--- src/hw/rtl/jsu_pkg.sv ---
// Shared types and constants for the JSON string unescaper.
package jsu_pkg;

    localparam int unsigned MaxResults = 5;
    localparam int unsigned CntW       = 3;

    localparam logic [7:0] CH_QUOTE = 8'h22;
    localparam logic [7:0] CH_BSLASH = 8'h5c;
    localparam logic [7:0] CH_SLASH = 8'h2f;
    localparam logic [7:0] CH_LOW_B = 8'h62;
    localparam logic [7:0] CH_LOW_F = 8'h66;
    localparam logic [7:0] CH_LOW_N = 8'h6e;
    localparam logic [7:0] CH_LOW_R = 8'h72;
    localparam logic [7:0] CH_LOW_T = 8'h74;
    localparam logic [7:0] CH_LOW_U = 8'h75;
    localparam logic [7:0] CH_BS    = 8'h08;
    localparam logic [7:0] CH_FF    = 8'h0c;
    localparam logic [7:0] CH_LF    = 8'h0a;
    localparam logic [7:0] CH_CR    = 8'h0d;
    localparam logic [7:0] CH_TAB   = 8'h09;
    localparam logic [7:0] CH_SPACE = 8'h20;

    localparam logic [5:0] HI_SURR_TAG = 6'b110110;
    localparam logic [5:0] LO_SURR_TAG = 6'b110111;

    typedef enum logic [2:0] {
        PH_OPEN    = 3'd0,
        PH_BODY    = 3'd1,
        PH_ESC     = 3'd2,
        PH_HEX_A   = 3'd3,
        PH_WANT_BS = 3'd4,
        PH_WANT_U  = 3'd5,
        PH_HEX_B   = 3'd6,
        PH_IGNORE  = 3'd7
    } phase_t;

    typedef enum logic [1:0] {
        ST_BYTE  = 2'd0,
        ST_CLOSE = 2'd1,
        ST_ERR   = 2'd2
    } status_t;

    typedef struct packed {
        logic [7:0] data;
        status_t    status;
    } entry_t;

    typedef struct packed {
        entry_t [MaxResults-1:0] slot;
        logic [CntW-1:0]         cnt;
    } bundle_t;

endpackage

--- src/hw/rtl/jsu_decode.sv ---
// Unescape state machine: decodes one input byte into a bundle of result words.
module jsu_decode (
    input  logic             clk,
    input  logic             rst_n,
    input  logic [7:0]       in_byte,
    input  logic             in_last,
    input  logic             advance,
    output jsu_pkg::bundle_t bundle
);

    jsu_pkg::phase_t phase_reg, phase_next;
    logic [1:0]      cnt_reg, cnt_next;
    logic [15:0]     acc_reg, acc_next;
    logic [9:0]      hs_reg, hs_next;

    logic [4:0]      hexv;
    logic [15:0]     acc_shift;
    logic [20:0]     cp;
    logic            emit_cp;
    logic            finished;
    logic            closed;
    logic            tail_en;
    logic [2:0]      nb;
    logic [7:0]      ub [4];

    function automatic logic [4:0] hex_value(input logic [7:0] b);
        logic [4:0] v;
        v = 5'h10;
        if (b >= 8'h30 && b <= 8'h39) v = 5'(b - 8'h30);
        else if (b >= 8'h61 && b <= 8'h66) v = 5'(b - 8'h57);
        else if (b >= 8'h41 && b <= 8'h46) v = 5'(b - 8'h37);
        return v;
    endfunction

    always_ff @(posedge clk or negedge rst_n)
    begin
        if (!rst_n)
        begin
            phase_reg <= jsu_pkg::PH_OPEN;
            cnt_reg   <= '0;
            acc_reg   <= '0;
            hs_reg    <= '0;
        end
        else if (advance)
        begin
            phase_reg <= phase_next;
            cnt_reg   <= cnt_next;
            acc_reg   <= acc_next;
            hs_reg    <= hs_next;
        end
    end

    always_comb
    begin
        phase_next = phase_reg;
        cnt_next   = cnt_reg;
        acc_next   = acc_reg;
        hs_next    = hs_reg;
        finished   = 1'b0;
        closed     = 1'b0;
        emit_cp    = 1'b0;
        cp         = '0;
        nb         = '0;
        tail_en    = 1'b0;
        for (int i = 0; i < 4; i++) ub[i] = '0;
        hexv       = hex_value(in_byte);
        acc_shift  = {acc_reg[11:0], hexv[3:0]};

        unique case (phase_reg)
            jsu_pkg::PH_OPEN:
            begin
                if (in_byte == jsu_pkg::CH_QUOTE)
                begin
                    phase_next = jsu_pkg::PH_BODY;
                    cnt_next   = '0;
                    acc_next   = '0;
                    hs_next    = '0;
                end
                else
                    finished = 1'b1;
            end
            jsu_pkg::PH_BODY:
            begin
                if (in_byte == jsu_pkg::CH_QUOTE)
                begin
                    finished = 1'b1;
                    closed   = 1'b1;
                end
                else if (in_byte < jsu_pkg::CH_SPACE)
                    finished = 1'b1;
                else if (in_byte == jsu_pkg::CH_BSLASH)
                    phase_next = jsu_pkg::PH_ESC;
                else
                begin
                    nb    = 3'd1;
                    ub[0] = in_byte;
                end
            end
            jsu_pkg::PH_ESC:
            begin
                phase_next = jsu_pkg::PH_BODY;
                nb         = 3'd1;
                unique case (in_byte)
                    jsu_pkg::CH_QUOTE:  ub[0] = jsu_pkg::CH_QUOTE;
                    jsu_pkg::CH_BSLASH: ub[0] = jsu_pkg::CH_BSLASH;
                    jsu_pkg::CH_SLASH:  ub[0] = jsu_pkg::CH_SLASH;
                    jsu_pkg::CH_LOW_B:  ub[0] = jsu_pkg::CH_BS;
                    jsu_pkg::CH_LOW_F:  ub[0] = jsu_pkg::CH_FF;
                    jsu_pkg::CH_LOW_N:  ub[0] = jsu_pkg::CH_LF;
                    jsu_pkg::CH_LOW_R:  ub[0] = jsu_pkg::CH_CR;
                    jsu_pkg::CH_LOW_T:  ub[0] = jsu_pkg::CH_TAB;
                    jsu_pkg::CH_LOW_U:
                    begin
                        nb         = '0;
                        phase_next = jsu_pkg::PH_HEX_A;
                        cnt_next   = '0;
                        acc_next   = '0;
                    end
                    default:
                    begin
                        nb       = '0;
                        finished = 1'b1;
                    end
                endcase
            end
            jsu_pkg::PH_HEX_A,
            jsu_pkg::PH_HEX_B:
            begin
                if (hexv[4])
                    finished = 1'b1;
                else
                begin
                    acc_next = acc_shift;
                    if (cnt_reg != 2'd3)
                        cnt_next = cnt_reg + 2'd1;
                    else
                    begin
                        cnt_next = '0;
                        if (phase_reg == jsu_pkg::PH_HEX_A)
                        begin
                            if (acc_shift[15:10] == jsu_pkg::HI_SURR_TAG)
                            begin
                                hs_next    = acc_shift[9:0];
                                phase_next = jsu_pkg::PH_WANT_BS;
                            end
                            else if (acc_shift[15:10] == jsu_pkg::LO_SURR_TAG)
                                finished = 1'b1;
                            else
                            begin
                                cp         = {5'd0, acc_shift};
                                emit_cp    = 1'b1;
                                phase_next = jsu_pkg::PH_BODY;
                            end
                        end
                        else if (acc_shift[15:10] != jsu_pkg::LO_SURR_TAG)
                            finished = 1'b1;
                        else
                        begin
                            cp         = 21'h10000 + {1'b0, hs_reg, acc_shift[9:0]};
                            emit_cp    = 1'b1;
                            phase_next = jsu_pkg::PH_BODY;
                        end
                    end
                end
            end
            jsu_pkg::PH_WANT_BS:
            begin
                if (in_byte == jsu_pkg::CH_BSLASH)
                    phase_next = jsu_pkg::PH_WANT_U;
                else
                    finished = 1'b1;
            end
            jsu_pkg::PH_WANT_U:
            begin
                if (in_byte == jsu_pkg::CH_LOW_U)
                begin
                    phase_next = jsu_pkg::PH_HEX_B;
                    cnt_next   = '0;
                    acc_next   = '0;
                end
                else
                    finished = 1'b1;
            end
            jsu_pkg::PH_IGNORE:
            begin
            end
        endcase

        // UTF-8 encode
        if (emit_cp)
        begin
            priority if (cp[20:7] == '0)
            begin
                nb    = 3'd1;
                ub[0] = cp[7:0];
            end
            else if (cp[20:11] == '0)
            begin
                nb    = 3'd2;
                ub[0] = {3'b110, cp[10:6]};
                ub[1] = {2'b10, cp[5:0]};
            end
            else if (cp[20:16] == '0)
            begin
                nb    = 3'd3;
                ub[0] = {4'b1110, cp[15:12]};
                ub[1] = {2'b10, cp[11:6]};
                ub[2] = {2'b10, cp[5:0]};
            end
            else
            begin
                nb    = 3'd4;
                ub[0] = {5'b11110, cp[20:18]};
                ub[1] = {2'b10, cp[17:12]};
                ub[2] = {2'b10, cp[11:6]};
                ub[3] = {2'b10, cp[5:0]};
            end
        end

        if (phase_reg == jsu_pkg::PH_IGNORE)
        begin
            if (in_last) phase_next = jsu_pkg::PH_OPEN;
        end
        else if (finished)
        begin
            phase_next = in_last ? jsu_pkg::PH_OPEN : jsu_pkg::PH_IGNORE;
            tail_en    = 1'b1;
        end
        else if (in_last)
        begin
            phase_next = jsu_pkg::PH_OPEN;
            tail_en    = 1'b1;
        end

        for (int i = 0; i < jsu_pkg::MaxResults; i++)
        begin
            if (3'(i) < nb)
            begin
                bundle.slot[i].data   = ub[i % 4];
                bundle.slot[i].status = jsu_pkg::ST_BYTE;
            end
            else if (3'(i) == nb && tail_en)
            begin
                bundle.slot[i].data   = '0;
                bundle.slot[i].status = closed ? jsu_pkg::ST_CLOSE : jsu_pkg::ST_ERR;
            end
            else
            begin
                bundle.slot[i].data   = '0;
                bundle.slot[i].status = jsu_pkg::ST_BYTE;
            end
        end
        bundle.cnt = nb + {2'b00, tail_en};
    end

endmodule

--- src/hw/rtl/jsu_emit.sv ---
// Result buffer: holds one bundle and hands its words out one per cycle while m_tready is high.
module jsu_emit (
    input  logic             clk,
    input  logic             rst_n,
    input  logic             load,
    input  jsu_pkg::bundle_t bundle,
    output logic             free,
    output logic             m_tvalid,
    input  logic             m_tready,
    output logic [7:0]       m_tdata,   // [7:0] out_byte
    output logic [1:0]       m_tuser,   // [1:0] status
    output logic             m_tlast    // run_last
);

    jsu_pkg::entry_t [jsu_pkg::MaxResults-1:0] slot_reg, slot_next;
    logic [jsu_pkg::CntW-1:0]                  cnt_reg, cnt_next;
    logic                                      take;

    assign take     = (cnt_reg != '0) && m_tready;
    assign free     = (cnt_reg == '0) || (cnt_reg == jsu_pkg::CntW'(1) && m_tready);
    assign m_tvalid = (cnt_reg != '0);
    assign m_tdata  = slot_reg[0].data;
    assign m_tuser  = slot_reg[0].status;
    assign m_tlast  = (cnt_reg == jsu_pkg::CntW'(1));

    always_comb
    begin
        slot_next = slot_reg;
        cnt_next  = cnt_reg;
        if (load)
        begin
            slot_next = bundle.slot;
            cnt_next  = bundle.cnt;
        end
        else if (take)
        begin
            for (int i = 0; i < jsu_pkg::MaxResults - 1; i++)
                slot_next[i] = slot_reg[i+1];
            slot_next[jsu_pkg::MaxResults-1] = '0;
            cnt_next = cnt_reg - jsu_pkg::CntW'(1);
        end
    end

    always_ff @(posedge clk or negedge rst_n)
    begin
        if (!rst_n)
            cnt_reg <= '0;
        else
            cnt_reg <= cnt_next;
    end

    always_ff @(posedge clk)
    begin
        slot_reg <= slot_next;
    end

    a_cnt_range: assert property (@(posedge clk) disable iff (!rst_n)
        cnt_reg <= jsu_pkg::CntW'(jsu_pkg::MaxResults))
        else $error("result count out of range");

    a_load_free: assert property (@(posedge clk) disable iff (!rst_n)
        load |-> free)
        else $error("bundle loaded over undelivered words");

    a_stall_hold: assert property (@(posedge clk) disable iff (!rst_n)
        (m_tvalid && !m_tready) |=> (cnt_reg == $past(cnt_reg)))
        else $error("word count moved during stall");

    a_status_last: assert property (@(posedge clk) disable iff (!rst_n)
        (m_tvalid && m_tuser != jsu_pkg::ST_BYTE) |-> m_tlast)
        else $error("close or error word not last of its run");

endmodule

--- src/hw/rtl/json_string_unescape_core.sv ---
// Top level of the JSON string unescaper: input register, decoder, result buffer.
//
// Takes one raw byte of a quoted JSON string per word and returns decoded UTF-8
// bytes, a close word or an error word (status in m_tuser, m_tlast on the final
// word caused by each input byte). An input byte is taken every cycle when it
// causes at most one result word and m_tready is high; a byte that causes more
// words (a \u escape decoding to 2..4 UTF-8 bytes, or a byte followed by an
// early-end error) holds the input until its last word is taken, as the result
// buffer delivers one word per cycle while m_tready is high.
module json_string_unescape_core (
    input  logic       clk,
    input  logic       rst_n,
    input  logic       s_tvalid,
    output logic       s_tready,
    input  logic [7:0] s_tdata,    // [7:0] in_byte
    input  logic       s_tlast,    // end_of_text
    output logic       m_tvalid,
    input  logic       m_tready,
    output logic [7:0] m_tdata,    // [7:0] out_byte
    output logic [1:0] m_tuser,    // [1:0] status
    output logic       m_tlast     // run_last
);

    logic             in_vld_reg;
    logic [7:0]       in_byte_reg;
    logic             in_last_reg;
    logic             advance;
    logic             load;
    logic             free;
    jsu_pkg::bundle_t bundle;

    assign advance  = in_vld_reg && (free || bundle.cnt == '0);
    assign load     = advance && (bundle.cnt != '0);
    assign s_tready = !in_vld_reg || advance;

    always_ff @(posedge clk or negedge rst_n)
    begin
        if (!rst_n)
            in_vld_reg <= 1'b0;
        else if (s_tready)
            in_vld_reg <= s_tvalid;
    end

    always_ff @(posedge clk)
    begin
        if (s_tready && s_tvalid)
        begin
            in_byte_reg <= s_tdata;
            in_last_reg <= s_tlast;
        end
    end

    jsu_decode u_decode (
        .clk     (clk),
        .rst_n   (rst_n),
        .in_byte (in_byte_reg),
        .in_last (in_last_reg),
        .advance (advance),
        .bundle  (bundle)
    );

    jsu_emit u_emit (
        .clk      (clk),
        .rst_n    (rst_n),
        .load     (load),
        .bundle   (bundle),
        .free     (free),
        .m_tvalid (m_tvalid),
        .m_tready (m_tready),
        .m_tdata  (m_tdata),
        .m_tuser  (m_tuser),
        .m_tlast  (m_tlast)
    );

endmodule

--- config.mk ---
export PLATFORM = sky130hd
export DESIGN_NAME = json_string_unescape_core
export DESIGN_NICKNAME = d
export VERILOG_FILES = /design/src/hw/rtl/jsu_pkg.sv /design/src/hw/rtl/jsu_decode.sv /design/src/hw/rtl/jsu_emit.sv /design/src/hw/rtl/json_string_unescape_core.sv
export SDC_FILE = /design/constraint.sdc
export NUM_CORES = 1
export LEC_CHECK = 0
export CORE_UTILIZATION = 60
export DETAILED_ROUTE_END_ITERATION = 7
export DONT_BUFFER_PORTS = 1
export HOLD_SLACK_MARGIN = 0.12
export PLACE_DENSITY = 0.88
export SLEW_MARGIN = 20
export SYNTH_ARGS = -nofsm -noshare
export SYNTH_HDL_FRONTEND = slang
export SYNTH_HIERARCHICAL = 1
export SYNTH_SLANG_ARGS = --single-unit
--- constraint.sdc ---
create_clock -name clk -period 5.6 [get_ports clk]
set_input_delay 0.56 -clock clk [delete_from_list [all_inputs] [get_ports clk]]
set_output_delay 0.56 -clock clk [all_outputs]
set_load 0.01 [all_outputs]
==> results of run 1 <==
==> layout make-up <==
| type | count | area [µm²] |
|---|---|---|
| timing repair buffer | 10 | 90.1 |
| clock buffer | 9 | 124 |
| inverter | 15 | 56.3 |
| clock inverter | 7 | 76.3 |
| tap | 129 | 161 |
| multi-input combinational | 411 | 2810 |
| sequential | 90 | 2550 |
| fill | 731 | 3370 |
==> cells in the mapped netlist, types with 4 or more instances <==
library cell,count,area (µm²)
sky130_fd_sc_hd__mux2_2,46,518
sky130_fd_sc_hd__a22oi_1,6,45.0
sky130_fd_sc_hd__inv_1,13,48.8
sky130_fd_sc_hd__and2_1,19,119
sky130_fd_sc_hd__mux2i_1,7,70.1
sky130_fd_sc_hd__nand3_1,19,95.1
sky130_fd_sc_hd__clkbuf_1,14,52.6
sky130_fd_sc_hd__o31ai_1,4,30.0
sky130_fd_sc_hd__nor2_1,38,143
sky130_fd_sc_hd__a21o_1,4,30.0
sky130_fd_sc_hd__a31oi_1,7,43.8
sky130_fd_sc_hd__or3_1,5,31.3
sky130_fd_sc_hd__edfxtp_1,59,1770
sky130_fd_sc_hd__buf_6,6,67.6
sky130_fd_sc_hd__dfrtp_1,31,776
sky130_fd_sc_hd__buf_4,28,210
sky130_fd_sc_hd__a21oi_1,17,85.1
sky130_fd_sc_hd__and4b_1,4,40.0
sky130_fd_sc_hd__nor4_1,4,25.0
sky130_fd_sc_hd__and3_1,7,43.8
sky130_fd_sc_hd__buf_2,10,50.1
sky130_fd_sc_hd__xnor2_1,4,35.0
sky130_fd_sc_hd__nor3_1,9,45.0
sky130_fd_sc_hd__o21ai_1,18,90.1
sky130_fd_sc_hd__o21ai_0,20,100
sky130_fd_sc_hd__nand2_1,59,221
sky130_fd_sc_hd__ha_1,11,138
sky130_fd_sc_hd__nand2b_1,6,37.5
==> repair_timing <==
action | in CTS | in global routing
hold buffers | 2 | 0
hold endpoints to repair | 31 | 0
buffers inserted | 0 | 0
==> power by group <==
group,switching (mW),internal (mW)
logic,0.785,0.548
clock network,0.266,0.178
registers,0.197,1.13
total,1.25,1.85
==> stage by stage <==
stage                     setup slack, ps  area [µm²]
after detailed placement              563        5640
after CTS                             536        5870
final                                 397        5870
after floorplan                       467        5800
after global routing                 84.7        5870
after global placement                742        5640
==> metal layers <==
layer,global-route usage (%),wire (µm),up-vias
met5,0,0,-
met2,44.2,6170,245
li1,-,-,1973
met1,36.9,5390,2024
met4,13.0,583,0
met3,5.50,1040,54
==> worst reg2reg max path, stage by stage, from the launching register on <==
cell	delay, ps
sky130_fd_sc_hd__edfxtp_1	620
sky130_fd_sc_hd__and2_1	340
sky130_fd_sc_hd__nor4_2	680
sky130_fd_sc_hd__a21oi_2	210
sky130_fd_sc_hd__a21oi_2	290
sky130_fd_sc_hd__nand4_1	280
sky130_fd_sc_hd__o21ai_1	460
sky130_fd_sc_hd__inv_1	90
sky130_fd_sc_hd__ha_1	230
sky130_fd_sc_hd__ha_1	200
sky130_fd_sc_hd__xnor2_1	140
sky130_fd_sc_hd__or3_4	420
sky130_fd_sc_hd__a21boi_1	170
sky130_fd_sc_hd__buf_4	190
sky130_fd_sc_hd__nand3b_2	370
sky130_fd_sc_hd__mux2_2	420
==> path summary, 6_finish.rpt <==
check / end / slack (ps) / cells after the start
max in group asynchronous: u_decode/acc_reg[6] / 4800 / 2
setup / recovery: u_decode/acc_reg[2] / 400 / 15
hold reg to reg: u_decode/cnt_reg[1] / 500 / 2
hold / removal: in_vld_reg / 280 / 1
setup reg to reg: u_decode/acc_reg[2] / 400 / 15
min in group asynchronous: u_emit/cnt_reg[1] / 620 / 2
==> cell families (layout without fill, tap and decap cells) <==
| group | Yosys count | after routing |
|---|---|---|
| compound gates | 115 | 115 |
| xor+xnor | 6 | 6 |
| fa+ha+maj | 11 | 11 |
| buf+inv | 76 | 41 |
| flops | 90 | 90 |
| mux | 53 | 53 |
| other cells | 1 | 15 |
| simple gates | 211 | 211 |
==> run_summary.xml, run 1 <==
<?xml version="1.0" encoding="UTF-8"?>
<metrics>
  <group name="placement">
    <metric name="hpwlAfterDp" unit="µm">9410</metric>
    <metric name="place_inst" unit="">653</metric>
    <metric name="gpl.final_weighted_congestion" unit="">1.07</metric>
    <metric name="io_buffers" unit="">0</metric>
  </group>
  <group name="route">
    <metric name="detailedRoute.firstIterationViolations" unit="">461</metric>
    <metric name="wl_per_cell" unit="µm">19.6</metric>
    <metric name="postRouteWirelength" unit="µm">13200</metric>
    <metric name="via_count" unit="">4296</metric>
    <metric name="route.detailed.vias_per_inst" unit="">6.40</metric>
    <metric name="drc_violations_left" unit="">0</metric>
    <metric name="firstDrtPassIters" unit="">5</metric>
    <metric name="antenna_left" unit="">0</metric>
  </group>
  <group name="outcome">
    <metric name="outcome" unit="">completed</metric>
  </group>
  <group name="floorplan">
    <metric name="num_rows" unit="">35</metric>
    <metric name="design.portCount" unit="">26</metric>
    <metric name="die_h" unit="µm">99.9</metric>
    <metric name="design.core.area" unit="µm²">9240</metric>
    <metric name="floorplan.initialDensity" unit="%">62.2</metric>
    <metric name="dieArea" unit="µm²">9980</metric>
    <metric name="die_width" unit="µm">99.9</metric>
  </group>
  <group name="setup_path">
    <metric name="cp_num_buf_inv" unit="">2</metric>
    <metric name="worstSetupStartpoint" unit="">in_byte_reg[2]</metric>
    <metric name="worstReg2RegStart" unit="">in_byte_reg[2]</metric>
    <metric name="critical_path.cell_chain" unit="">and2_1 &gt; nor4_2 &gt; a21oi_2 &gt; a21oi_2 &gt; nand4_1 &gt; o21ai_1 &gt; inv_1 &gt; ha_1 &gt; ha_1 &gt; xnor2_1 &gt; or3_4 &gt; a21boi_1 &gt; buf_4 &gt; nand3b_2 &gt; mux2_2</metric>
    <metric name="worstSetupStartpointType" unit="">flip-flop</metric>
    <metric name="cp_top_family" unit="">simple AND/OR/NAND/NOR gates</metric>
    <metric name="critical_path.max_stage_delay" unit="ps">680</metric>
    <metric name="timing.critical_path.required" unit="ps">5860</metric>
    <metric name="critPathSlowestCell" unit="">sky130_fd_sc_hd__nor4_2</metric>
    <metric name="crit_path_max_fanout" unit="">25</metric>
    <metric name="worstSetupEndpointType" unit="">flip-flop</metric>
    <metric name="critPathArrivalTime" unit="ps">5460</metric>
    <metric name="worstSetupPathType" unit="">reg2reg</metric>
  </group>
  <group name="clocking">
    <metric name="clk_root_buffer_cell" unit="">sky130_fd_sc_hd__clkbuf_8</metric>
    <metric name="htree_levels" unit="">3</metric>
    <metric name="clk-insertion-delay-late" unit="ps">380</metric>
    <metric name="tritoncts.num_buffers" unit="">9</metric>
    <metric name="cts_repair_resize_count" unit="">0</metric>
    <metric name="clk_path_buf_depth" unit="">2</metric>
    <metric name="clkSlewWorstSetupHoldPaths" unit="ps">100</metric>
    <metric name="tritoncts" unit="">done</metric>
    <metric name="number_of_sinks_handled_by_clock_tree_synthesis" unit="">90</metric>
  </group>
  <group name="cells_and_area">
    <metric name="area_growth" unit="%">2.02</metric>
    <metric name="finalCoreUtilization" unit="%">63.5</metric>
    <metric name="antenna-diode-count" unit="">0</metric>
    <metric name="mostFrequentLayoutCells" unit="">sky130_fd_sc_hd__nand2_1, sky130_fd_sc_hd__edfxtp_1, sky130_fd_sc_hd__mux2_2</metric>
    <metric name="layout_cell_share_with_drive_strength_beyond_1" unit="%">18.8</metric>
    <metric name="final-instance-count-excl-fill" unit="">671</metric>
    <metric name="nets" unit="">561</metric>
    <metric name="flip_flop_count_of_the_largest_register_all_copies_and_words_added" unit="">40</metric>
  </group>
  <group name="synth">
    <metric name="combinational_family_with_the_most_area_after_synthesis" unit="">simple AND/OR/NAND/NOR gates</metric>
    <metric name="synthesis.area_per_instance" unit="µm²">10.2</metric>
    <metric name="yosys.area_share.simple" unit="%">21.0</metric>
    <metric name="post_synth_fa_ha_maj_area_fraction" unit="%">2.39</metric>
    <metric name="synth_area" unit="µm²">5750</metric>
    <metric name="number_of_register_bits_inferred_by_synthesis" unit="">90</metric>
    <metric name="yosys-mux-area-fraction" unit="%">10.2</metric>
    <metric name="synth_seq_area_share" unit="%">44.3</metric>
    <metric name="synth_compound_gate_area_share" unit="%">13.3</metric>
    <metric name="syn_inst" unit="">563</metric>
    <metric name="synth_cell_types" unit="">84</metric>
    <metric name="ys.warnings.count" unit="">6</metric>
    <metric name="synth-edff-count" unit="">59</metric>
    <metric name="synth_ff_type" unit="">sky130_fd_sc_hd__edfxtp_1</metric>
    <metric name="post_synth_xor_area_fraction" unit="%">0.914</metric>
    <metric name="postSynth.asyncResetShare" unit="%">34.4</metric>
  </group>
  <group name="grt">
    <metric name="gr-usage-all-layers" unit="%">27.8</metric>
    <metric name="grt_pass1_vias" unit="">4007</metric>
    <metric name="grt.overflow.total" unit="">0</metric>
    <metric name="pin_count_of_the_biggest_net_entering_global_routing" unit="">51</metric>
    <metric name="grt_pass1_wl" unit="µm">21300</metric>
    <metric name="antenna_found_initial" unit="">0</metric>
  </group>
  <group name="hold_path">
    <metric name="min-delay-path-class" unit="">in2reg</metric>
    <metric name="min_from" unit="">s_tvalid</metric>
  </group>
  <group name="timing">
    <metric name="tns" unit="ps">0</metric>
    <metric name="final_hold_viol_count" unit="">0</metric>
    <metric name="count_of_final_max_slew_check_failures" unit="">0</metric>
    <metric name="timing.max_slew.rel_slack" unit="%">49.9</metric>
    <metric name="timing.final.crit_share" unit="%">92.9</metric>
    <metric name="unrepaired_setup_endpoints_after_global_routing" unit="">false</metric>
    <metric name="timing_worst_slew_pin_value" unit="ps">750</metric>
    <metric name="max_freq" unit="GHz">0.192</metric>
    <metric name="fin_hold_ws" unit="ps">283</metric>
    <metric name="finalClockSkew" unit="ps">22.9</metric>
    <metric name="final-setup-viol-count" unit="">0</metric>
    <metric name="final.min_clock_period" unit="ps">5200</metric>
  </group>
  <group name="power_and_ir_drop">
    <metric name="leakagePower" unit="nW">2.30</metric>
    <metric name="total_power" unit="mW">3.10</metric>
    <metric name="ir_drop" unit="V">0.000480</metric>
    <metric name="cellPowerDensity" unit="nW/µm²">529</metric>
  </group>
  <group name="job">
    <metric name="max_cap_viol_count" unit="">0</metric>
  </group>
</metrics>
(Power assumes the default switching activity.)
==> run 2, diff against run 1 <==
CELL_PAD_IN_SITES_DETAIL_PLACEMENT = 2   (was not set)
CELL_PAD_IN_SITES_GLOBAL_PLACEMENT = 2   (was not set)
CORE_UTILIZATION = 42   (was 60)
MAX_ROUTING_LAYER = met4   (was not set)
PLACE_DENSITY = 0.91   (was 0.88)
==> run 2 against run 1 <==
Against the previous run:
- critical path depth grew 3
- clock power grew 41%
- flip-flop and latch count is the same
- largest power group unchanged
- maximum frequency shrank 0.90%
- sequential power is essentially flat
- first-iteration DRC count shrank 34%
==> run_summary.xml, run 2 (synthesis gave the netlist of run 1 again) <==
<?xml version="1.0" encoding="UTF-8"?>
<metrics>
  <group name="grt">
    <metric name="antenna_found_initial" unit="">0</metric>
    <metric name="pin_count_of_the_biggest_net_entering_global_routing" unit="">59</metric>
    <metric name="grt_pass1_vias" unit="">4868</metric>
    <metric name="grt.overflow.total" unit="">0</metric>
    <metric name="grt_pass1_wl" unit="µm">29100</metric>
    <metric name="gr-usage-all-layers" unit="%">28.7</metric>
  </group>
  <group name="route">
    <metric name="top_signal_layer_used" unit="">met4</metric>
    <metric name="route.detailed.vias_per_inst" unit="">6.20</metric>
    <metric name="wl_per_cell" unit="µm">26.2</metric>
    <metric name="detailroute.wirelength.met3" unit="µm">759</metric>
    <metric name="firstDrtPassIters" unit="">5</metric>
    <metric name="routed-wl-met2" unit="µm">9610</metric>
    <metric name="detailedRoute.firstIterationViolations" unit="">305</metric>
    <metric name="postRouteWirelength" unit="µm">18900</metric>
    <metric name="drc_violations_left" unit="">0</metric>
    <metric name="routedLengthMet1" unit="µm">7550</metric>
    <metric name="antenna_left" unit="">0</metric>
    <metric name="via_count" unit="">4464</metric>
  </group>
  <group name="setup_path">
    <metric name="critPathArrivalTime" unit="ps">5510</metric>
    <metric name="timing.critical_path.required" unit="ps">5860</metric>
    <metric name="worstReg2RegStart" unit="">in_byte_reg[0]</metric>
    <metric name="worstSetupStartpointType" unit="">flip-flop</metric>
    <metric name="worstSetupEndpointType" unit="">flip-flop</metric>
    <metric name="worstSetupPathType" unit="">reg2reg</metric>
    <metric name="ff2ff_setup_slack" unit="ps">350</metric>
    <metric name="crit_path_max_fanout" unit="">17</metric>
    <metric name="rr_worst_depth" unit="">18</metric>
    <metric name="critical_path.reg2reg.endpoint" unit="">u_decode/hs_reg[2]</metric>
  </group>
  <group name="clocking">
    <metric name="clk_path_buf_depth" unit="">2</metric>
    <metric name="clkSlewWorstSetupHoldPaths" unit="ps">80</metric>
    <metric name="number_of_sinks_handled_by_clock_tree_synthesis" unit="">90</metric>
    <metric name="clk_root_buffer_cell" unit="">sky130_fd_sc_hd__clkbuf_16</metric>
    <metric name="htree_levels" unit="">3</metric>
    <metric name="tritoncts.num_buffers" unit="">9</metric>
    <metric name="tritoncts" unit="">done</metric>
    <metric name="clk-insertion-delay-late" unit="ps">360</metric>
  </group>
  <group name="timing">
    <metric name="timing_worst_slew_pin_value" unit="ps">919</metric>
    <metric name="finalClockSkew" unit="ps">11.0</metric>
    <metric name="timing.final.crit_share" unit="%">93.8</metric>
    <metric name="fin_hold_ws" unit="ps">292</metric>
    <metric name="unrepaired_setup_endpoints_after_global_routing" unit="">false</metric>
    <metric name="final_hold_viol_count" unit="">0</metric>
    <metric name="timing.max_slew.rel_slack" unit="%">38.6</metric>
    <metric name="tns" unit="ps">0</metric>
    <metric name="max_freq" unit="GHz">0.190</metric>
    <metric name="final.min_clock_period" unit="ps">5250</metric>
    <metric name="final-setup-viol-count" unit="">0</metric>
    <metric name="count_of_final_max_slew_check_failures" unit="">0</metric>
  </group>
  <group name="cells_and_area">
    <metric name="antenna-diode-count" unit="">0</metric>
    <metric name="nets" unit="">563</metric>
    <metric name="flip_flop_count_of_the_largest_register_all_copies_and_words_added" unit="">40</metric>
    <metric name="final_design_area_no_fill" unit="µm²">6070</metric>
    <metric name="layout_cell_share_with_drive_strength_beyond_1" unit="%">19.3</metric>
    <metric name="final-instance-count-excl-fill" unit="">720</metric>
    <metric name="mostFrequentLayoutCells" unit="">sky130_fd_sc_hd__nand2_1, sky130_fd_sc_hd__edfxtp_1, sky130_fd_sc_hd__mux2_2</metric>
    <metric name="area_growth" unit="%">5.57</metric>
  </group>
  <group name="floorplan">
    <metric name="num_rows" unit="">42</metric>
    <metric name="floorplan.initialDensity" unit="%">43.2</metric>
    <metric name="design.core.area" unit="µm²">13300</metric>
    <metric name="dieArea" unit="µm²">14200</metric>
    <metric name="design.portCount" unit="">26</metric>
    <metric name="die_h" unit="µm">119</metric>
    <metric name="die_width" unit="µm">119</metric>
  </group>
  <group name="hold_path">
    <metric name="min_from" unit="">s_tdata[4]</metric>
    <metric name="min-delay-path-class" unit="">in2reg</metric>
    <metric name="holdPathEnd" unit="">in_byte_reg[4]</metric>
    <metric name="worst_hold_path.num_cells" unit="">0</metric>
  </group>
  <group name="power_and_ir_drop">
    <metric name="fraction_of_power_consumed_by_combinational_cells" unit="%">43.1</metric>
    <metric name="cellPowerDensity" unit="nW/µm²">573</metric>
    <metric name="share_seq_of_total_power" unit="%">38.9</metric>
    <metric name="pwr-share-clk" unit="%">18.0</metric>
    <metric name="ir_drop" unit="V">0.000385</metric>
    <metric name="cell_internal_pwr" unit="mW">2.02</metric>
    <metric name="leakagePower" unit="nW">2.36</metric>
    <metric name="switching_share" unit="%">41.9</metric>
    <metric name="total_switching_power" unit="mW">1.46</metric>
  </group>
  <group name="placement">
    <metric name="io_buffers" unit="">0</metric>
    <metric name="gpl.final_weighted_congestion" unit="">0.914</metric>
    <metric name="hpwlAfterDp" unit="µm">13500</metric>
    <metric name="place_inst" unit="">702</metric>
    <metric name="placement.cell_area" unit="µm²">5720</metric>
  </group>
  <group name="job">
    <metric name="max_cap_viol_count" unit="">0</metric>
  </group>
  <group name="outcome">
    <metric name="outcome" unit="">completed</metric>
  </group>
</metrics>
==> run 2: cell count changes in the layout (fill, tap and decap cells not counted) <==
cell	delta
sky130_fd_sc_hd__buf_12	+1
sky130_fd_sc_hd__buf_4	+1
sky130_fd_sc_hd__clkbuf_16	+9
sky130_fd_sc_hd__clkbuf_8	-9
sky130_fd_sc_hd__inv_6	-1
sky130_fd_sc_hd__inv_8	+1
sky130_fd_sc_hd__nand3_1	-1
sky130_fd_sc_hd__nand3_2	+1
sky130_fd_sc_hd__nor4_2	-1
sky130_fd_sc_hd__nor4_4	+1
==> run 2: timing repair <==
item,4_1_cts,5_1_grt
gates resized for setup,0,2
endpoints found under the setup margin,0,11
setup buffers,0,0
hold buffers,2,0
endpoints found under the hold margin,31,0
==> run 2: how the worst max path moves through the flow <==
stage / from / depth (start not counted) / endpoint
CTS: in_byte_reg[2] / 15 / u_decode/acc_reg[1]
floorplan: in_byte_reg[0] / 17 / u_emit/m_tdata[0]
finish: in_byte_reg[0] / 18 / u_decode/hs_reg[2]
global route: in_byte_reg[0] / 18 / u_decode/acc_reg[0]
global placement: in_byte_reg[3] / 15 / u_decode/acc_reg[1]
detailed placement: in_byte_reg[2] / 15 / u_decode/acc_reg[1]
==> run 2: per-layer routing <==
layer | track usage, % | up-vias
li1 | - | 1982
met1 | 31.8 | 2294
met2 | 48.7 | 130
met3 | 5.75 | 58
met4 | 15.0 | 0
met5 | - | -
==> run 2: cell type report <==
cell class	instances	area (µm²)
clock buffer	9	225
clock inverter	7	78.8
fill	1361	7230
inverter	15	56.3
multi-input combinational	411	2820
sequential	90	2550
tap	176	220
timing repair buffer	12	118
==> run 2: power by group through the flow <==
stage                     clock network [mW]  registers (mW)  logic, mW
after floorplan                            0            1.22       1.21
after CTS                              0.639            1.35       1.48
after global placement                     0            1.31       1.33
final                                  0.628            1.35       1.50
after global routing                   0.663            1.38       1.60
after detailed placement                   0            1.36       1.44
==> run 2: critical path, stage by stage (launching register included) <==
cell	delay, ps
sky130_fd_sc_hd__edfxtp_1	510
sky130_fd_sc_hd__inv_1	170
sky130_fd_sc_hd__ha_1	270
sky130_fd_sc_hd__nor3b_1	550
sky130_fd_sc_hd__and2_1	320
sky130_fd_sc_hd__nor4_1	80
sky130_fd_sc_hd__a21oi_2	250
sky130_fd_sc_hd__nand4_1	330
sky130_fd_sc_hd__o21ai_1	240
sky130_fd_sc_hd__buf_4	180
sky130_fd_sc_hd__inv_1	60
sky130_fd_sc_hd__ha_1	190
sky130_fd_sc_hd__ha_1	200
sky130_fd_sc_hd__xnor2_1	150
sky130_fd_sc_hd__or3_4	430
sky130_fd_sc_hd__a21boi_1	180
sky130_fd_sc_hd__buf_4	200
sky130_fd_sc_hd__nand4_2	420
sky130_fd_sc_hd__mux2_2	430
==> run 2: metrics by stage <==
step	total power, mW	worst slack, ps	utilization [%]
4_1_cts	3.47	292	45.5
3_5_place_dp	2.80	373	43.0
3_3_place_gp	2.64	637	43.0
5_1_grt	3.64	88.0	45.7
2_1_floorplan	2.43	467	-
6_report	3.48	349	45.7
